## src/rtl/stac_pkg.sv

```systemverilog
// Shared types, constants and helper functions of the suction turbine attach control.
// Depends on nothing; used by every module of the block.
package stac_pkg;

    localparam int DIST_W    = 8;
    localparam int LEVEL_W   = 7;
    localparam int FORCE_W   = 22;
    localparam int PRESS_W   = 20;
    localparam int PDIV_W    = 18;
    localparam int AREA_W    = 16;
    localparam int PROD_W    = 36;
    localparam int CFG_W     = 22;
    localparam int CFG_IDX_W = 2;
    localparam int KIND_W    = 2;
    localparam int THR_Q_W   = 23;

    localparam int TURBINE_MAX_DEF = 100;

    // Item kinds carried on the input tuser.
    localparam logic [KIND_W-1:0] KIND_TICK   = 2'd0;
    localparam logic [KIND_W-1:0] KIND_ATTACH = 2'd1;
    localparam logic [KIND_W-1:0] KIND_DETACH = 2'd2;

    // Configuration register indexes.
    localparam logic [CFG_IDX_W-1:0] CFG_GOAL       = 2'd0;
    localparam logic [CFG_IDX_W-1:0] CFG_NEAR_LIMIT = 2'd1;
    localparam logic [CFG_IDX_W-1:0] CFG_MAX_SPREAD = 2'd2;
    localparam logic [CFG_IDX_W-1:0] CFG_CUP_AREA   = 2'd3;

    // Pressure per drive step (22 with 8 fraction bits).
    localparam logic [PRESS_W-1:0] CLOSE_GAIN = 20'd5632;
    // Force is the pressure-area product divided by this.
    localparam logic [PROD_W-1:0]  FORCE_DIV  = 36'd10000;
    // Product at which force exceeds 10.0 (force >= 2561 raw).
    localparam logic [PROD_W-1:0]  NORMAL_THR = 36'd25610000;
    localparam logic [FORCE_W-1:0] FORCE_MAX  = 22'h3FFFFF;
    localparam logic [LEVEL_W-1:0] ATTACH_LEVEL_MIN = 7'd10;

    // One input item.
    typedef struct packed {
        logic [KIND_W-1:0] kind;
        logic              close_aligned;
        logic [DIST_W-1:0] dist_c;
        logic [DIST_W-1:0] dist_b;
        logic [DIST_W-1:0] dist_a;
    } stac_item_t;

    // Configuration and the force thresholds derived from it.
    typedef struct packed {
        logic [AREA_W-1:0] area;
        logic [DIST_W-1:0] near_limit;
        logic [DIST_W-1:0] max_spread;
        logic [PROD_W-1:0] thr_up;
        logic [PROD_W-1:0] thr_dn;
        logic              dn_ok;
        logic [PROD_W-1:0] thr_at;
    } stac_cfg_t;

    // Result of the state update, before the force division.
    typedef struct packed {
        logic [LEVEL_W-1:0] level;
        logic [LEVEL_W-1:0] target;
        logic [PROD_W-1:0]  prod;
        logic               attached;
    } stac_mid_t;

    // Floor division by five through a reciprocal; exact for x below 2**26.
    function automatic logic [24:0] div5(input logic [24:0] x);
        logic [50:0] prod;
        prod = 51'(x) * 51'd53687092;
        return 25'(prod >> 28);
    endfunction

endpackage

```

## src/rtl/stac_core.sv

```systemverilog
// State update of the suction turbine attach control: pressure, force compares,
// target hysteresis and drive ramp, one item per cycle when fire is high. Depends on stac_pkg.
module stac_core #(
    parameter int TURBINE_MAX = stac_pkg::TURBINE_MAX_DEF
) (
    input  logic                clk,
    input  logic                rst_n,
    input  logic                fire,
    input  stac_pkg::stac_item_t item,
    input  stac_pkg::stac_cfg_t  cfg,
    output stac_pkg::stac_mid_t  mid_next
);

    localparam logic [stac_pkg::LEVEL_W-1:0] TMAX = stac_pkg::LEVEL_W'(TURBINE_MAX);
    localparam logic [stac_pkg::LEVEL_W-1:0] LEVEL_STEP = stac_pkg::LEVEL_W'(1);

    logic [stac_pkg::PDIV_W-1:0]  pdiv_reg, pdiv_next;
    logic [stac_pkg::PROD_W-1:0]  prod_reg, prod_next;
    logic [stac_pkg::LEVEL_W-1:0] target_reg, target_next;
    logic [stac_pkg::LEVEL_W-1:0] drive_reg, drive_next;
    logic                         mode_reg, mode_next;

    logic [stac_pkg::PRESS_W-1:0] press_new;
    logic [stac_pkg::DIST_W-1:0]  hi_ab, lo_ab, dist_hi, dist_lo, spread;
    logic                         near_level, below_goal, above_goal, on_target;

    // Largest and smallest of the three distances.
    always_comb
    begin
        hi_ab   = (item.dist_a > item.dist_b) ? item.dist_a : item.dist_b;
        lo_ab   = (item.dist_a < item.dist_b) ? item.dist_a : item.dist_b;
        dist_hi = (hi_ab > item.dist_c) ? hi_ab : item.dist_c;
        dist_lo = (lo_ab < item.dist_c) ? lo_ab : item.dist_c;
        spread  = dist_hi - dist_lo;
        near_level = (dist_hi < cfg.near_limit) && (spread < cfg.max_spread);
    end

    // Next state for one item. The pressure register keeps p/5 so that a decay
    // step needs no divide in front of the area multiplier.
    always_comb
    begin
        pdiv_next   = pdiv_reg;
        prod_next   = prod_reg;
        target_next = target_reg;
        drive_next  = drive_reg;
        mode_next   = mode_reg;
        press_new   = '0;
        below_goal  = 1'b0;
        above_goal  = 1'b0;
        on_target   = (target_reg == drive_reg);

        case (item.kind)
            stac_pkg::KIND_TICK:
            begin
                press_new = item.close_aligned
                          ? stac_pkg::PRESS_W'(drive_reg) * stac_pkg::CLOSE_GAIN
                          : stac_pkg::PRESS_W'(pdiv_reg);
                pdiv_next = stac_pkg::PDIV_W'(stac_pkg::div5(25'(press_new)));
                prod_next = stac_pkg::PROD_W'(press_new) * stac_pkg::PROD_W'(cfg.area);

                below_goal = prod_next < cfg.thr_up;
                above_goal = cfg.dn_ok && (prod_next >= cfg.thr_dn);

                if (mode_reg)
                begin
                    if (near_level)
                    begin
                        if (below_goal && on_target && (target_reg < TMAX))
                            target_next = target_reg + LEVEL_STEP;
                        else if (above_goal && on_target && (target_reg != '0))
                            target_next = target_reg - LEVEL_STEP;
                    end
                    else if (target_reg != '0)
                    begin
                        target_next = target_reg - LEVEL_STEP;
                    end
                end

                if (target_next < drive_reg)
                    drive_next = drive_reg - LEVEL_STEP;
                else if (target_next > drive_reg)
                    drive_next = drive_reg + LEVEL_STEP;
            end
            stac_pkg::KIND_ATTACH:
            begin
                mode_next = 1'b1;
            end
            stac_pkg::KIND_DETACH:
            begin
                mode_next   = 1'b0;
                target_next = '0;
            end
            default:
            begin
                mode_next = mode_reg;
            end
        endcase
    end

    // Result fields from the updated state.
    always_comb
    begin
        mid_next.level  = drive_next;
        mid_next.target = target_next;
        mid_next.prod   = prod_next;
        if (mode_next)
            mid_next.attached = (prod_next >= cfg.thr_at)
                              && (drive_next > stac_pkg::ATTACH_LEVEL_MIN);
        else
            mid_next.attached = prod_next >= stac_pkg::NORMAL_THR;
    end

    // State registers, updated once per item.
    always_ff @(posedge clk or negedge rst_n)
    begin
        if (!rst_n)
        begin
            pdiv_reg   <= '0;
            prod_reg   <= '0;
            target_reg <= '0;
            drive_reg  <= '0;
            mode_reg   <= 1'b0;
        end
        else if (fire)
        begin
            pdiv_reg   <= pdiv_next;
            prod_reg   <= prod_next;
            target_reg <= target_next;
            drive_reg  <= drive_next;
            mode_reg   <= mode_next;
        end
    end

endmodule

```

## config.mk

```make
export PLATFORM = sky130hd
export DESIGN_NAME = stac_core
export DESIGN_NICKNAME = d
export VERILOG_FILES = /design/src/rtl/stac_pkg.sv /design/src/rtl/stac_core.sv
export SDC_FILE = /design/constraint.sdc
export NUM_CORES = 2
export LEC_CHECK = 0
export ABC_AREA = 1
export BUFFER_PORTS_ARGS = -buffer_cell sky130_fd_sc_hd__clkbuf_2
export CELL_PAD_IN_SITES_DETAIL_PLACEMENT = 0
export CELL_PAD_IN_SITES_GLOBAL_PLACEMENT = 1
export CORE_MARGIN = 8
export CORE_UTILIZATION = 40
export CTS_BUF_LIST = sky130_fd_sc_hd__clkbuf_16
export CTS_CLUSTER_DIAMETER = 200
export DETAILED_ROUTE_END_ITERATION = 8
export PLACE_DENSITY_LB_ADDON = 0.1
export SETUP_SLACK_MARGIN = 0.2
export SYNTH_ARGS = -nofsm -noshare
export SYNTH_HDL_FRONTEND = slang
export SYNTH_SLANG_ARGS = --single-unit
export TNS_END_PERCENT = 30
```

## constraint.sdc

```tcl
create_clock -name clk -period 44.9 [get_ports clk]
set_input_delay 8.98 -clock clk [delete_from_list [all_inputs] [get_ports clk]]
set_output_delay 8.98 -clock clk [all_outputs]
set_load 0.03 [all_outputs]
```

* Word-level counts from Yosys, hierarchy flattened
Cells that the tools add are included.
Operators by class: add/subtract/negate cells 5, multipliers 3, $lt $le $gt $ge 14, eq/ne operators 3, mux-type cells 18, reduce and logical (&&, ||, !) cells 10
Operator list (number):
- 36-bit >= comparator | 2
- 7-bit two-way mux | 9
- 20-bit by 24-bit multiplier with 44-bit output, second input constant | 1
- 36-bit by 25-bit >= comparator with 1-bit output, second input constant | 1
- 36-bit less-than comparator | 1
- 20-bit by 16-bit multiplier with 36-bit output | 1
- 36-bit two-way mux | 1
- 8-bit less-than comparator | 4
- 8-bit two-way mux | 4
- 20-bit two-way mux | 1
- 8-bit greater-than comparator | 2
- 7-bit by 1-bit adder with 7-bit output, second input constant | 2
- 7-bit case mux with 2 select lines | 1
- 7-bit by 1-bit subtractor with 7-bit output, second input constant | 2
- 7-bit by 4-bit multiplier with 11-bit output, second input constant | 1
- 8-bit subtractor | 1
- 7-bit == test | 1
- 7-bit by 4-bit greater-than comparator with 1-bit output, second input constant | 1
- 7-bit greater-than comparator | 1
- 1-bit logical AND | 7
- 7-bit less-than comparator | 1
- 7-bit less-than comparator, second input constant | 1
- 7-bit nonzero test | 1
- 2-bit by 1-bit == test with 1-bit output, second input constant | 1
- 5 further kinds | 5
Storage, ports and cells: flip-flop bits (word level) 69, input bits 171, output and inout bits 51, word-level logic and storage cells 58

* Logic depth before layout (Yosys ltp)
word-level depth 19, depth in mapped cells 69, mapped depth without buffers 69

* Least setup slack after synthesis
OpenSTA, ideal clock, no wires.
kind input to output, start point input port item[24] in the netlist's numbering, end point output port mid_next[0] in the netlist's numbering, data arrival time 18.558 ns, required time 35.920 ns, slack 17.362 ns, stages on the path 53, path buffers 2, cell sequence clkbuf_1 > clkbuf_1 > o21ai_0 > o21ai_2 > clkinv_1 > nand2_1 > fa_1 > inv_1 > fa_1 > fa_1 > inv_1 > fa_1 > inv_1 > fa_1 > inv_1 > fa_1 > inv_1 > ha_1 > [17 not listed] > nand2_1 > nand3_1 > nand2_1 > nand3_1 > a31oi_1 > ha_1 > a21oi_1 > nor2_1 > a211oi_1 > nand2_2 > or2_2 > o21ai_0 > nor2_1 > xor2_1 > o21ai_0 > a21oi_1 > nand2_1 > nand2_1
RTL lines:
- from (decl) | RTL line stac_core.sv:9 | input stac_pkg::stac_item_t item,
- to (decl) | RTL line stac_core.sv:11 | output stac_pkg::stac_mid_t mid_next

==> impl_results.md <==
- Vias: 23.5k
- FF-to-FF End: drive_reg[2]
- Hold Path Stages: 2
- Die span in y: 275 microns
- Slowest-stage cell, CP: inv_1
- Gate Count Post-Synth: 3631
- Relative slew margins: 32.6%
- FF-to-FF path depth: 62
- Setup CP Type: input pin to output port
- Critical path buffer and inverter count: 8
- Worst Path Arrival: 20510 ps
- Number of flops mapped to enable cells by yosys: 0
- Post-cts sizing count: 0
- Reg clk slew, reported paths: 60 ps
- TritonCTS clock tree: built
- Commonest non-fill, non-tap cell in the layout: inv_1
- Most frequent cells in the layout: 843 x inv_1, 760 x nand2_1, 466 x ha_1
- Ys flop type: dfrtp_1
- Total Routing Usage GR: 24.6%
- Clock Path Buffers: 2
- CP max FO: 21
- Antenna Nets Post-Route: 0
- Chip Width: 275 microns
- DP HPWL: 79200 microns
- Setup TNS Final: 0 ps
- Yosys synthesis warning count: 0
- Pin count of the biggest net entering global routing: 70
- Total global routing overflow: 0
- Synthesized Nets: 4641
- Unique masters post-synth: 52
- CTS Sinks: 69
- I/O pins: 222
- Max Slew Vio Count: 0
- Max Clk Rate: 33.9 MHz
- Tightest Pin Transition: 1010 ps
- Setup crit end kind: output port
- Startpoint Class: input pin
- Fin. Hold Viols: 0
- Final setup fails: 0
- Max-Cap Viols: 0
- Routability cong.: 0.913
- Post-Syn Area: 0.0268 sq mm
- Die area: 0.0756 sq mm
- Core region area: 0.0668 sq mm
- Hold Startpoint: pdiv_reg[17]
- Status: complete, no violations
- Final Critical Period: 29490 ps
- Vias in the first global route: 24.5k
- Clock Tree Root: clkbuf_16
- Fraction of layout cells with a size suffix above 1: 8.73%
- DRC violations left: 0
- Nets: 4810
- Initial antenna violation count: 1
- Initial Util: 40.2%
- Clock skew: 15.6 ps
- Critical Path RT: 35920 ps
- Ys async rst share: 100%
- Post-CTS Setup Inserts: 0
- Hold Buf Count CTS: 0
- CP most frequent cell: nand2_1
- RSZ-0062 raised after global routing: no
- Hold path endpoint: pdiv_reg[17]
- Worst skew pair latency: 350 ps
- Max stage delay on crit path: 600 ps
- # rows: 95
- Period Utilization, post-route: 65.7%
- H-tree depth: 3
- DRT Pass-1 Iters: 5
- Synthesis-stage register bit count: 69
- CP top delay family: adder cells
- Drt total wl: 92000 microns
- Number of flip-flops under the largest register name: 36
- Setup slack, reg-to-reg: 31950 ps
- Port bufs: 221
- Hold/Removal Path Class: flip-flop to flip-flop
- Register area share after synthesis: 6.43%
- Initial DRC count: 1320
- CP Depth: 52
- Mean Syn Cell Area: 7.39 sq um
- DR WL/cell: 19.7 microns
- Number of buffers created by CTS: 9
- Vias/cell: 5.02
- Global-route wire length before repair: 143000 microns
- R2R Path Start: drive_reg[2]
- Area Overhead vs Synth: 8.44%
## area by class of cell
cell class	count	area (sq um)
antenna	1	2.50
clock buffer	9	225
clock inverter	7	58.8
fill	7119	37700
inverter	862	3240
multi-input combinational	2623	21600
sequential	69	1730
tap	873	1090
timing repair buffer	235	1210
## stage by stage
| stage | hold slack (ps) | utilization [%] | cells | instance area [sq um] | setup slack [ps] |
|---|---|---|---|---|---|
| 2_1_floorplan | 441 | - | 3631 | 26800 | 17360 |
| 3_3_place_gp | 461 | 43.1 | 4662 | 28800 | 15510 |
| 3_5_place_dp | 465 | 43.1 | 4662 | 28800 | 15390 |
| 4_1_cts | 481 | 43.6 | 4678 | 29100 | 15370 |
| 5_1_grt | 497 | 43.6 | 4678 | 29100 | 14470 |
| 6_report | 473 | 43.6 | 4679 | 29100 | 15410 |
## cells in the mapped netlist (all sizes together) (14+ instances only)
cell	instances	area, sq um
ha	467	5840
nand2	787	3030
xnor2	15	131
clkbuf	65	274
nand3	132	671
nor3	20	121
dfrtp	69	1730
inv	850	3190
o21bai	14	105
a21oi	160	812
o21ai	192	1000
nor2	310	1210
or2	16	100
nand4	26	163
xor2	38	370
fa	372	7450
## logic make-up (layout without fill, tap and decap cells)
group,count (synthesis),in the layout,share of synthesized area [%]
buffers and inverters,939,1113,13.3
AOI/OAI and AO/OA,419,419,8.66
DFF,69,69,6.43
xor gates and xnor gates,53,53,1.87
other,0,1,0
and+or+nand+nor,1312,1312,20.2
adders and majority gates,839,839,49.5
## worst max path at each step
| stage | start | end | slack [ps] |
|---|---|---|---|
| floorplan | item[24] | mid_next[0] | 17360 |
| global placement | item[24] | mid_next[0] | 15510 |
| detailed placement | item[24] | mid_next[0] | 15390 |
| CTS | item[24] | mid_next[0] | 15370 |
| global route | item[24] | mid_next[0] | 14470 |
| finish | item[24] | mid_next[0] | 15410 |
## layer usage
| layer | share of wire, % | routed length, microns | track usage, % |
|---|---|---|---|
| met3 | 4.7 | 4310 | 2.30 |
| met1 | 48 | 44000 | 35.6 |
| met5 | 0.014 | 13 | 0 |
| met2 | 46 | 42000 | 40.0 |
| met4 | 1.8 | 1660 | 4.52 |
## worst min-delay path: stages (launching register included)
cell and delay [ps]:
dfrtp_1 330, nand2_1 50, nand2_1 50
Power is not shown: default switching activity piles up to over one toggle a cycle in this logic, so the estimate is an artifact.
