--- src/rtl/stac_pkg.sv ---
// Shared types, constants and helper functions of the suction turbine attach control.
// Depends on nothing; used by every module of the block.
package stac_pkg;

    localparam int DIST_W    = 8;
    localparam int LEVEL_W   = 7;
    localparam int FORCE_W   = 22;
    localparam int PRESS_W   = 20;
    localparam int PDIV_W    = 18;
    localparam int AREA_W    = 16;
    localparam int PROD_W    = 36;
    localparam int CFG_W     = 22;
    localparam int CFG_IDX_W = 2;
    localparam int KIND_W    = 2;
    localparam int THR_Q_W   = 23;

    localparam int TURBINE_MAX_DEF = 100;

    // Item kinds carried on the input tuser.
    localparam logic [KIND_W-1:0] KIND_TICK   = 2'd0;
    localparam logic [KIND_W-1:0] KIND_ATTACH = 2'd1;
    localparam logic [KIND_W-1:0] KIND_DETACH = 2'd2;

    // Configuration register indexes.
    localparam logic [CFG_IDX_W-1:0] CFG_GOAL       = 2'd0;
    localparam logic [CFG_IDX_W-1:0] CFG_NEAR_LIMIT = 2'd1;
    localparam logic [CFG_IDX_W-1:0] CFG_MAX_SPREAD = 2'd2;
    localparam logic [CFG_IDX_W-1:0] CFG_CUP_AREA   = 2'd3;

    // Pressure per drive step (22 with 8 fraction bits).
    localparam logic [PRESS_W-1:0] CLOSE_GAIN = 20'd5632;
    // Force is the pressure-area product divided by this.
    localparam logic [PROD_W-1:0]  FORCE_DIV  = 36'd10000;
    // Product at which force exceeds 10.0 (force >= 2561 raw).
    localparam logic [PROD_W-1:0]  NORMAL_THR = 36'd25610000;
    localparam logic [FORCE_W-1:0] FORCE_MAX  = 22'h3FFFFF;
    localparam logic [LEVEL_W-1:0] ATTACH_LEVEL_MIN = 7'd10;

    // One input item.
    typedef struct packed {
        logic [KIND_W-1:0] kind;
        logic              close_aligned;
        logic [DIST_W-1:0] dist_c;
        logic [DIST_W-1:0] dist_b;
        logic [DIST_W-1:0] dist_a;
    } stac_item_t;

    // Configuration and the force thresholds derived from it.
    typedef struct packed {
        logic [AREA_W-1:0] area;
        logic [DIST_W-1:0] near_limit;
        logic [DIST_W-1:0] max_spread;
        logic [PROD_W-1:0] thr_up;
        logic [PROD_W-1:0] thr_dn;
        logic              dn_ok;
        logic [PROD_W-1:0] thr_at;
    } stac_cfg_t;

    // Result of the state update, before the force division.
    typedef struct packed {
        logic [LEVEL_W-1:0] level;
        logic [LEVEL_W-1:0] target;
        logic [PROD_W-1:0]  prod;
        logic               attached;
    } stac_mid_t;

    // Floor division by five through a reciprocal; exact for x below 2**26.
    function automatic logic [24:0] div5(input logic [24:0] x);
        logic [50:0] prod;
        prod = 51'(x) * 51'd53687092;
        return 25'(prod >> 28);
    endfunction

endpackage

--- src/rtl/stac_force.sv ---
// Output stage: divides the pressure-area product by 10000, saturates the force
// and holds the result item for the output handshake. Depends on stac_pkg.
module stac_force (
    input  logic                               clk,
    input  logic                               rst_n,
    input  logic                               mid_valid,
    input  stac_pkg::stac_mid_t                mid,
    input  logic                               ready,
    output logic                               out_free,
    output logic                               out_valid,
    output logic [stac_pkg::LEVEL_W-1:0]       out_level,
    output logic [stac_pkg::LEVEL_W-1:0]       out_target,
    output logic [stac_pkg::FORCE_W-1:0]       out_force,
    output logic                               out_attached
);

    // Division by 10000 as a shift by four, then a reciprocal of 625.
    localparam logic [64:0] RECIP_625  = 65'd7036874418;
    localparam int          RECIP_SHFT = 42;

    logic [31:0]                   scaled;
    logic [64:0]                   recip_prod;
    logic [22:0]                   quot;
    logic [stac_pkg::FORCE_W-1:0]  force_sat;

    logic                          valid_reg;
    logic [stac_pkg::LEVEL_W-1:0]  level_reg;
    logic [stac_pkg::LEVEL_W-1:0]  target_reg;
    logic [stac_pkg::FORCE_W-1:0]  force_reg;
    logic                          attached_reg;

    // Force from the product, saturated to the field range.
    always_comb
    begin
        scaled     = mid.prod[35:4];
        recip_prod = 65'(scaled) * RECIP_625;
        quot       = 23'(recip_prod >> RECIP_SHFT);
        force_sat  = (quot > 23'(stac_pkg::FORCE_MAX)) ? stac_pkg::FORCE_MAX
                                                       : quot[21:0];
    end

    assign out_free = !valid_reg || ready;

    // Result register.
    always_ff @(posedge clk or negedge rst_n)
    begin
        if (!rst_n)
            valid_reg <= 1'b0;
        else if (out_free)
            valid_reg <= mid_valid;
    end

    always_ff @(posedge clk)
    begin
        if (out_free && mid_valid)
        begin
            level_reg    <= mid.level;
            target_reg   <= mid.target;
            force_reg    <= force_sat;
            attached_reg <= mid.attached;
        end
    end

    assign out_valid    = valid_reg;
    assign out_level    = level_reg;
    assign out_target   = target_reg;
    assign out_force    = force_reg;
    assign out_attached = attached_reg;

endmodule

--- config.mk ---
export PLATFORM = sky130hd
export DESIGN_NAME = stac_force
export DESIGN_NICKNAME = d
export VERILOG_FILES = /design/src/rtl/stac_pkg.sv /design/src/rtl/stac_force.sv
export SDC_FILE = /design/constraint.sdc
export NUM_CORES = 1
export LEC_CHECK = 0
export BUFFER_PORTS_ARGS = -buffer_cell sky130_fd_sc_hd__buf_2
export CAP_MARGIN = 20
export CORE_MARGIN = 2
export CORE_UTILIZATION = 50
export DETAILED_ROUTE_END_ITERATION = 16
export MAX_ROUTING_LAYER = met4
export PLACE_DENSITY = 0.69
export SETUP_SLACK_MARGIN = 0.3
export SYNTH_ARGS = -nofsm -noshare
export SYNTH_HDL_FRONTEND = slang
export SYNTH_SLANG_ARGS = --single-unit
--- constraint.sdc ---
create_clock -name clk -period 3.9 [get_ports clk]
set_input_delay 0.78 -clock clk [delete_from_list [all_inputs] [get_ports clk]]
set_output_delay 0.78 -clock clk [all_outputs]
set_load 0.01 [all_outputs]
# [After elaboration in Yosys (flattened, before gate mapping)]
# Index checks and enable logic that the tools add are counted.
[word_totals] regBits=38 input_bits=55 out_inout_bits=39 elab_cells=10
[classes] mul=1 order_cmp=1 n_reduce_logical=3
[op_table] cell="multiplier 32 x 32 -> 64 bit (second input constant)" n=1
[op_table] cell="greater-than comparator 23 x 22 -> 1 bit (second input constant)" n=1
[op_table] cell="logical AND 1 bit" n=1
[op_table] cell="logical NOT 1 bit" n=1
[op_table] cell="logical OR 1 bit" n=1

# [Longest topological paths before layout]
# Gate-level depths: netlist of run 1.
[depth] word_depth=3 depth_mapped=26

# [Least setup slack after synthesis of run 1]
# No wires, ideal clock.
[synth_path] path_kind="in2reg" startpoint="input mid[12] (netlist name)" endpoint="register force_reg (netlist bit out_force[19]), data pin" setup_ns=0.255 t_arrival_ns=6.925 required_ns=3.645 path_slack_ns=-3.280 stages=22 path_buffers=0 path_cell_list="ha_1 > xnor2_1 > inv_1 > ha_1 > or2_2 > fa_1 > inv_1 > fa_1 > inv_1 > fa_1 > fa_1 > fa_1 > fa_1 > ha_1 > nand4_1 > or3_4 > a2111oi_4 > a211oi_2 > nor3_2 > o21ai_2 > or3_1 > a31o_1"
[synth_between] elab_chain_cells=2
[synth_rtl] item="start: declaration" line="stac_force.sv:7" rtl="input stac_pkg::stac_mid_t mid,"
[synth_rtl] item="multiplier 32 x 32 -> 64 bit *" line="stac_force.sv:36" rtl="recip_prod = 65'(scaled) * RECIP_625;"
[synth_rtl] item="greater-than comparator 23 x 22 -> 1 bit" line="stac_force.sv:38" rtl="force_sat = (quot > 23'(stac_pkg::FORCE_MAX)) ? stac_pkg::FORCE_MAX"
[synth_rtl] item="end signal: assignment" line="stac_force.sv:59" rtl="force_reg <= force_sat;"
[synth_rtl] item="end: declaration" line="stac_force.sv:29" rtl="logic [stac_pkg::FORCE_W-1:0] force_reg;"
# Every way passes the cells marked *; elsewhere a longest branch is shown, timed or not.
# A chain may end at the register's enable or synchronous reset.

# [Worst setup path in the final report of run 1]
[layout_path] startpoint="input mid[8] (netlist name)" endpoint="register force_reg (netlist bit out_force[16]), data pin"
# The elaborated chain is that of the path after synthesis.

==> results.json, run 1 <==
{
  "final_setup_slack_of_the_worst_path_ns": -3.13,
  "async_flop_share": 0.0263,
  "cts_root_buf": "clkbuf_16",
  "fin_worst_skew_ns": 0.00380,
  "crit_path_end_kind": "register",
  "rsz0062_at_grt": "yes",
  "die_area_um2": 39700,
  "fin_setup_tns_ns": -65.56,
  "grt.met3_usage": 0.0349,
  "slew_at_the_pin_with_the_worst_max_slew_slack_ns": 0.470,
  "wire_per_inst_um": 20.7,
  "grt_pass1_vias": 16164,
  "layout.filler_cells": 2964,
  "syn_area_per_cell_um2": 10.6,
  "place_congestion": 0.977,
  "cp_max_fo": 6,
  "mappedNetlistArea_um2": 19000,
  "worstPathRequired_ns": 3.93,
  "grt_overflow_total": 0,
  "finish.net_count": 3163,
  "drt_pre_antenna_iters": 5,
  "final-setup-viol-count": 22,
  "hold_violations": 0,
  "number_of_enable_type_register_cells_in_the_synthesized_netlist": 37,
  "drt_wl_total_um": 58200,
  "run_status": "complete, but fails checks",
  "synth_warnings": 0,
  "dp_cells": 2785,
  "drv_cap": 0,
  "flow.area_growth_from_synthesis_pct": 31.5,
  "drt_drc_violations_left": 0,
  "grtUsageMet2": 0.553,
  "grt_usage": 0.317,
  "tritoncts": "done",
  "clock_latency_ns": 0.28,
  "violations_in_the_final_reports": "setup timing",
  "timing.critical_path.from_type": "input pin",
  "grt-busiest-layer": "met2",
  "critical_path_arrival_ns": 7.05,
  "detailedPlacementHpwl_um": 53100,
  "die_x_um": 199,
  "criticalPathCategory": "input pin to register",
  "die_y_um": 199,
  "antenna_violation_net_count_after_detailed_routing": 0,
  "portBuffers": 89,
  "placeableCoreArea_um2": 37600,
  "ys_ff_latch": 38,
  "antenna_found_initial": 0,
  "avgViaCountPerCell": 5.10,
  "dr.first_iter.drc_count": 724,
  "synth.yosys.seq_area_share": 0.0597,
  "insertedDiodeCount": 0,
  "initial_utilization": 0.507,
  "clock_tree.htree_level_count": 2,
  "netlist_instances": 1804,
  "clk_transition_reported_paths_ns": 0.06,
  "cts_inserted_buffers": 5,
  "min-delay-path-class": "input pin to asynchronous set/reset pin",
  "grt_start_max_net_pins": 34,
  "reg2reg_depth": 3,
  "layout_worst_path_cycle_share": 1.80,
  "postSynth.topFlopCell": "edfxtp_1",
  "final_common_cell": "inv_1",
  "share_of_cells_above_drive_strength_1": 0.327,
  "fp-row-count": 71,
  "wire_length_of_the_first_global_routing_pass_um": 89600,
  "ios": 94,
  "timing.fmax_mhz": 142,
  "finalCriticalPeriod_ns": 7.03,
  "route.vias.total": 14329,
  "finish.cell_count_without_fillers": 2812,
  "timing.final.max_slew_violations": 0,
  "grt_util_met1": 0.385,
  "mostFrequentLayoutCells": "inv_1 (491), buf_4 (393), fa_1 (384), ha_1 (308), ha_4 (63)",
  "tritoncts_num_sinks": 38,
  "relSlewSlack": 0.685,
  "syn-num-nets": 2667,
  "clock_path_buffers": 2,
  "holdBufCountCts": 0,
  "yosysUniqueCellTypes": 62
}
-- registers in the layout (all words and copies together) (netlist names) --
signal        flops
out_force        22
out_valid         1
out_level         7
out_attached      1
out_target        7
-- worst paths after layout --
| check | start | to | slack [ns] |
|---|---|---|---|
| min in group clk | out_valid$_DFFE_PN0N_ | out_valid$_DFFE_PN0N_ | 0.54 |
| setup / recovery | mid[8] | out_force[16]$_SDFFCE_PN1P_ | -3.13 |
| max in group asynchronous | rst_n | out_valid$_DFFE_PN0N_ | 3.55 |
| setup reg to reg | out_valid$_DFFE_PN0N_ | out_force[20]$_SDFFCE_PN1P_ | 2.36 |
| hold / removal | rst_n | out_valid$_DFFE_PN0N_ | 0.27 |
| hold reg to reg | out_valid$_DFFE_PN0N_ | out_valid$_DFFE_PN0N_ | 0.54 |
-- stage by stage --
stage	area (um2)	hold WS, ns	util	worst slack (ns)
floorplan	19500	0.484	-	-2.93
global placement	23400	0.499	0.624	-3.65
detailed placement	23400	0.521	0.624	-3.70
CTS	24400	0.267	0.648	-3.05
global route	25000	0.262	0.666	-3.26
finish	25000	0.269	0.666	-3.13
-- per-layer routing --
metal	part of all wire	vias to the layer above
met4	0.042	0
li1	-	6626
met5	0	-
met1	0.40	7266
met3	0.040	110
met2	0.52	327
-- critical path, cell delays in order --
cell	delay, ns
buf_8	0.12
ha_4	0.25
xor2_2	0.15
ha_2	0.32
inv_1	0.05
fa_2	0.60
inv_2	0.06
fa_2	0.56
fa_1	0.43
fa_1	0.46
fa_1	0.55
inv_2	0.05
fa_1	0.50
inv_2	0.05
ha_4	0.24
a211oi_2	0.25
o221ai_1	0.15
o211ai_1	0.12
nand3b_1	0.22
a211oi_4	0.42
buf_4	0.21
o31ai_4	0.09
a31oi_1	0.19
xor2_1	0.16
nand2_1	0.07
-- synth_stat cells, drive strengths merged (2+ instances only) --
| cell type | number | share of area |
|---|---|---|
| edfxtp | 37 | 0.058 |
| nand2 | 78 | 0.016 |
| buf | 7 | 0.0023 |
| xnor2 | 21 | 0.0097 |
| o221ai | 2 | 0.00092 |
| xor2 | 23 | 0.011 |
| a31o | 2 | 0.00092 |
| nor4 | 4 | 0.0013 |
| nor2b | 3 | 0.00099 |
| a21o | 16 | 0.0063 |
| a31oi | 7 | 0.0023 |
| o31ai | 3 | 0.0014 |
| o21ai | 35 | 0.0098 |
| a211o | 3 | 0.0014 |
| fa | 426 | 0.45 |
| o211ai | 9 | 0.0035 |
| a211oi | 9 | 0.0043 |
| inv | 518 | 0.10 |
| o21bai | 7 | 0.0030 |
| o21a | 2 | 0.00079 |
| o211a | 2 | 0.0011 |
| a22oi | 2 | 0.00079 |
| a21oi | 65 | 0.018 |
| o2111ai | 5 | 0.0023 |
| and2 | 15 | 0.0049 |
| nand2b | 9 | 0.0031 |
| nor2 | 46 | 0.0092 |
| or3 | 4 | 0.0016 |
| ha | 382 | 0.25 |
| a2111oi | 4 | 0.0028 |
| nand3 | 8 | 0.0021 |
| or2 | 7 | 0.0023 |
| nor3 | 10 | 0.0032 |
| nand4 | 19 | 0.0066 |
| and3 | 2 | 0.00066 |
-- area by class of cell --
cell class	instances	area, um2	area share
Tap cell	511	639	0.0255
Sequential cell	38	1140	0.0454
Timing Repair Buffer	497	3810	0.152
Multi-Input combinational cell	1240	17400	0.693
Clock buffer	6	129	0.00515
Clock inverter	2	13.8	0.000550
Inverter	518	1940	0.0776
-- kinds of logic after synthesis --
| kind of cell | count (synthesis) | synth area share |
|---|---|---|
| AND/OR/NAND/NOR | 209 | 0.0535 |
| adder cells (fa/ha/maj) | 808 | 0.699 |
| buffers and inverters | 526 | 0.105 |
| multiplexers | 1 | 0.000526 |
| flip-flops | 38 | 0.0597 |
| XOR/XNOR | 44 | 0.0202 |
| AO/OA/AOI/OAI | 178 | 0.0624 |
-- timing repair --
| action | in CTS | in global routing |
|---|---|---|
| gates resized for setup | 158 | 129 |
| setup buffers | 10 | 9 |
| endpoints found under the setup margin | 22 | 22 |
| pin swaps | 91 | 98 |
Power of run 1 is not shown: default switching activity piles up to over one toggle a cycle in this logic, so the estimate is an artifact.
==> run 2: changes to the inputs <==
CELL_PAD_IN_SITES_DETAIL_PLACEMENT = 0   (was unset)
CELL_PAD_IN_SITES_GLOBAL_PLACEMENT = 1   (was unset)
PLACE_DENSITY = 0.83   (was 0.69)
==> results.json, run 2 (synthesis results as in run 1) <==
{
  "run_status": "complete, but fails checks",
  "violations_in_the_final_reports": "setup timing",
  "flow.area_growth_from_synthesis_pct": 30.9,
  "layout.filler_cells": 2991,
  "fin_setup_tns_ns": -66.98,
  "drv_cap": 0,
  "mostFrequentLayoutCells": "inv_1 (492), buf_4 (400), fa_1 (390), ha_1 (309), buf_2 (62)",
  "antenna_found_initial": 0,
  "finish.net_count": 3166,
  "timing.fmax_mhz": 142,
  "cts_root_buf": "clkbuf_16",
  "worst_setup_slack_for_register_to_register_paths_ns": 2.52,
  "layout_worst_path_cycle_share": 1.80,
  "clock_latency_ns": 0.27,
  "rsz0062_at_grt": "yes",
  "fp-row-count": 71,
  "clk_transition_reported_paths_ns": 0.05,
  "avgViaCountPerCell": 5.15,
  "detailedPlacementHpwl_um": 53300,
  "hold_ws_ns": 0.271,
  "grt_overflow_total": 0,
  "hold_violations": 0,
  "clock_tree.htree_level_count": 2,
  "grt_start_max_net_pins": 38,
  "timing.rr.start": "out_valid$_DFFE_PN0N_",
  "crit_path_end_kind": "register",
  "final_common_cell": "inv_1",
  "cp_max_fo": 6,
  "timing.rr.end": "out_target[4]$_DFFE_PP_",
  "portBuffers": 89,
  "clock_path_buffers": 2,
  "setup.worst_path.start": "mid[13]",
  "drt_drc_violations_left": 0,
  "final_setup_slack_of_the_worst_path_ns": -3.12,
  "criticalPathCategory": "input pin to register",
  "ios": 94,
  "wire_length_of_the_first_global_routing_pass_um": 90000,
  "min-delay-path-class": "input pin to asynchronous set/reset pin",
  "worstPathRequired_ns": 3.92,
  "critical_path_arrival_ns": 7.05,
  "share_of_cells_above_drive_strength_1": 0.322,
  "die_x_um": 199,
  "place_congestion": 0.994,
  "antenna_violation_net_count_after_detailed_routing": 0,
  "finalCriticalPeriod_ns": 7.02,
  "reg2reg_depth": 3,
  "initial_utilization": 0.507,
  "timing.final.max_slew_violations": 0,
  "insertedDiodeCount": 0,
  "drt_wl_total_um": 58500,
  "grt_usage": 0.319,
  "die_area_um2": 39700,
  "route.vias.total": 14490,
  "relSlewSlack": 0.672,
  "timing.critical_path.from_type": "input pin",
  "cts_inserted_buffers": 5,
  "grt_pass1_vias": 16087,
  "holdBufCountCts": 0,
  "dr.first_iter.drc_count": 644,
  "wire_per_inst_um": 20.8,
  "final-setup-viol-count": 22,
  "drt_pre_antenna_iters": 5,
  "die_y_um": 199,
  "fin_worst_skew_ns": 0.00402,
  "slew_at_the_pin_with_the_worst_max_slew_slack_ns": 0.490,
  "tritoncts_num_sinks": 38,
  "tritoncts": "done",
  "largest_reg_flops": 22,
  "placeableCoreArea_um2": 37600
}
run 2: cell types whose count changed in the layout (fill, tap and decap cells not counted), moves of 5 or more:
cell	before	now
buf_4	393	400
fa_1	384	390
fa_2	42	36
ha_4	63	57
ha_2	11	16
nor2_1	39	44
run 2: worst max path at each step:
stage	to	slack (ns)	cells past startpoint
6_report	out_force[20]$_SDFFCE_PN1P_	-3.12	24
3_5_place_dp	out_force[20]$_SDFFCE_PN1P_	-3.59	22
4_1_cts	out_force[17]$_SDFFCE_PN1P_	-3.12	25
2_1_floorplan	out_force[19]$_SDFFCE_PN1P_	-2.93	22
5_1_grt	out_force[16]$_SDFFCE_PN1P_	-3.35	24
3_3_place_gp	out_force[17]$_SDFFCE_PN1P_	-3.53	22
run 2: worst max-delay path, cell delays in order:
cell and delay (ns):
buf_8 0.13, ha_4 0.30, xnor2_4 0.12, inv_2 0.06, ha_2 0.17, or2_4 0.24
fa_1 0.47, inv_1 0.05, fa_1 0.49, inv_2 0.04, fa_2 0.55, fa_1 0.46
fa_2 0.62, fa_1 0.48, ha_4 0.31, nand4_1 0.10, or3_4 0.41, a2111oi_4 0.29
a211oi_4 0.16, buf_4 0.17, o31ai_4 0.27, a21oi_1 0.12, xor2_1 0.18, nand2_1 0.08
run 2: layout make-up:
cell class | count | area, um2 | area share
Clock buffer | 6 | 129 | 0.00517
Multi-Input combinational cell | 1240 | 17300 | 0.692
Sequential cell | 38 | 1140 | 0.0456
Clock inverter | 2 | 10.0 | 0.000402
Tap cell | 511 | 639 | 0.0257
Inverter | 518 | 1940 | 0.0780
Timing Repair Buffer | 500 | 3810 | 0.153
run 2: what timing repair did:
item,in CTS,in global routing
endpoints found under the setup margin,22,22
cloned,1,0
pin swaps,67,128
gates resized for setup,133,124
setup buffers,11,12
run 2: layer usage:
layer  wire, um  up-vias  part of all wire  global-route usage
li1           -     6637                 -                   -
met1      23000     7419              0.39               0.388
met2      30900      335              0.53               0.561
met3       2450       99             0.042              0.0346
met4       2130        0             0.036              0.0918
met5          0        -                 0                   -
run 2: through the flow:
stage               cells  cell area [um2]  utilization  worst slack (ns)
detailed placement   2783            23400        0.624             -3.59
global route         2815            24900        0.663             -3.35
finish               2815            24900        0.663             -3.12
CTS                  2803            24200        0.645             -3.12
floorplan            1804            19500            -             -2.93
global placement     2783            23400        0.624             -3.53
Power of run 2 is left out for the same reason.
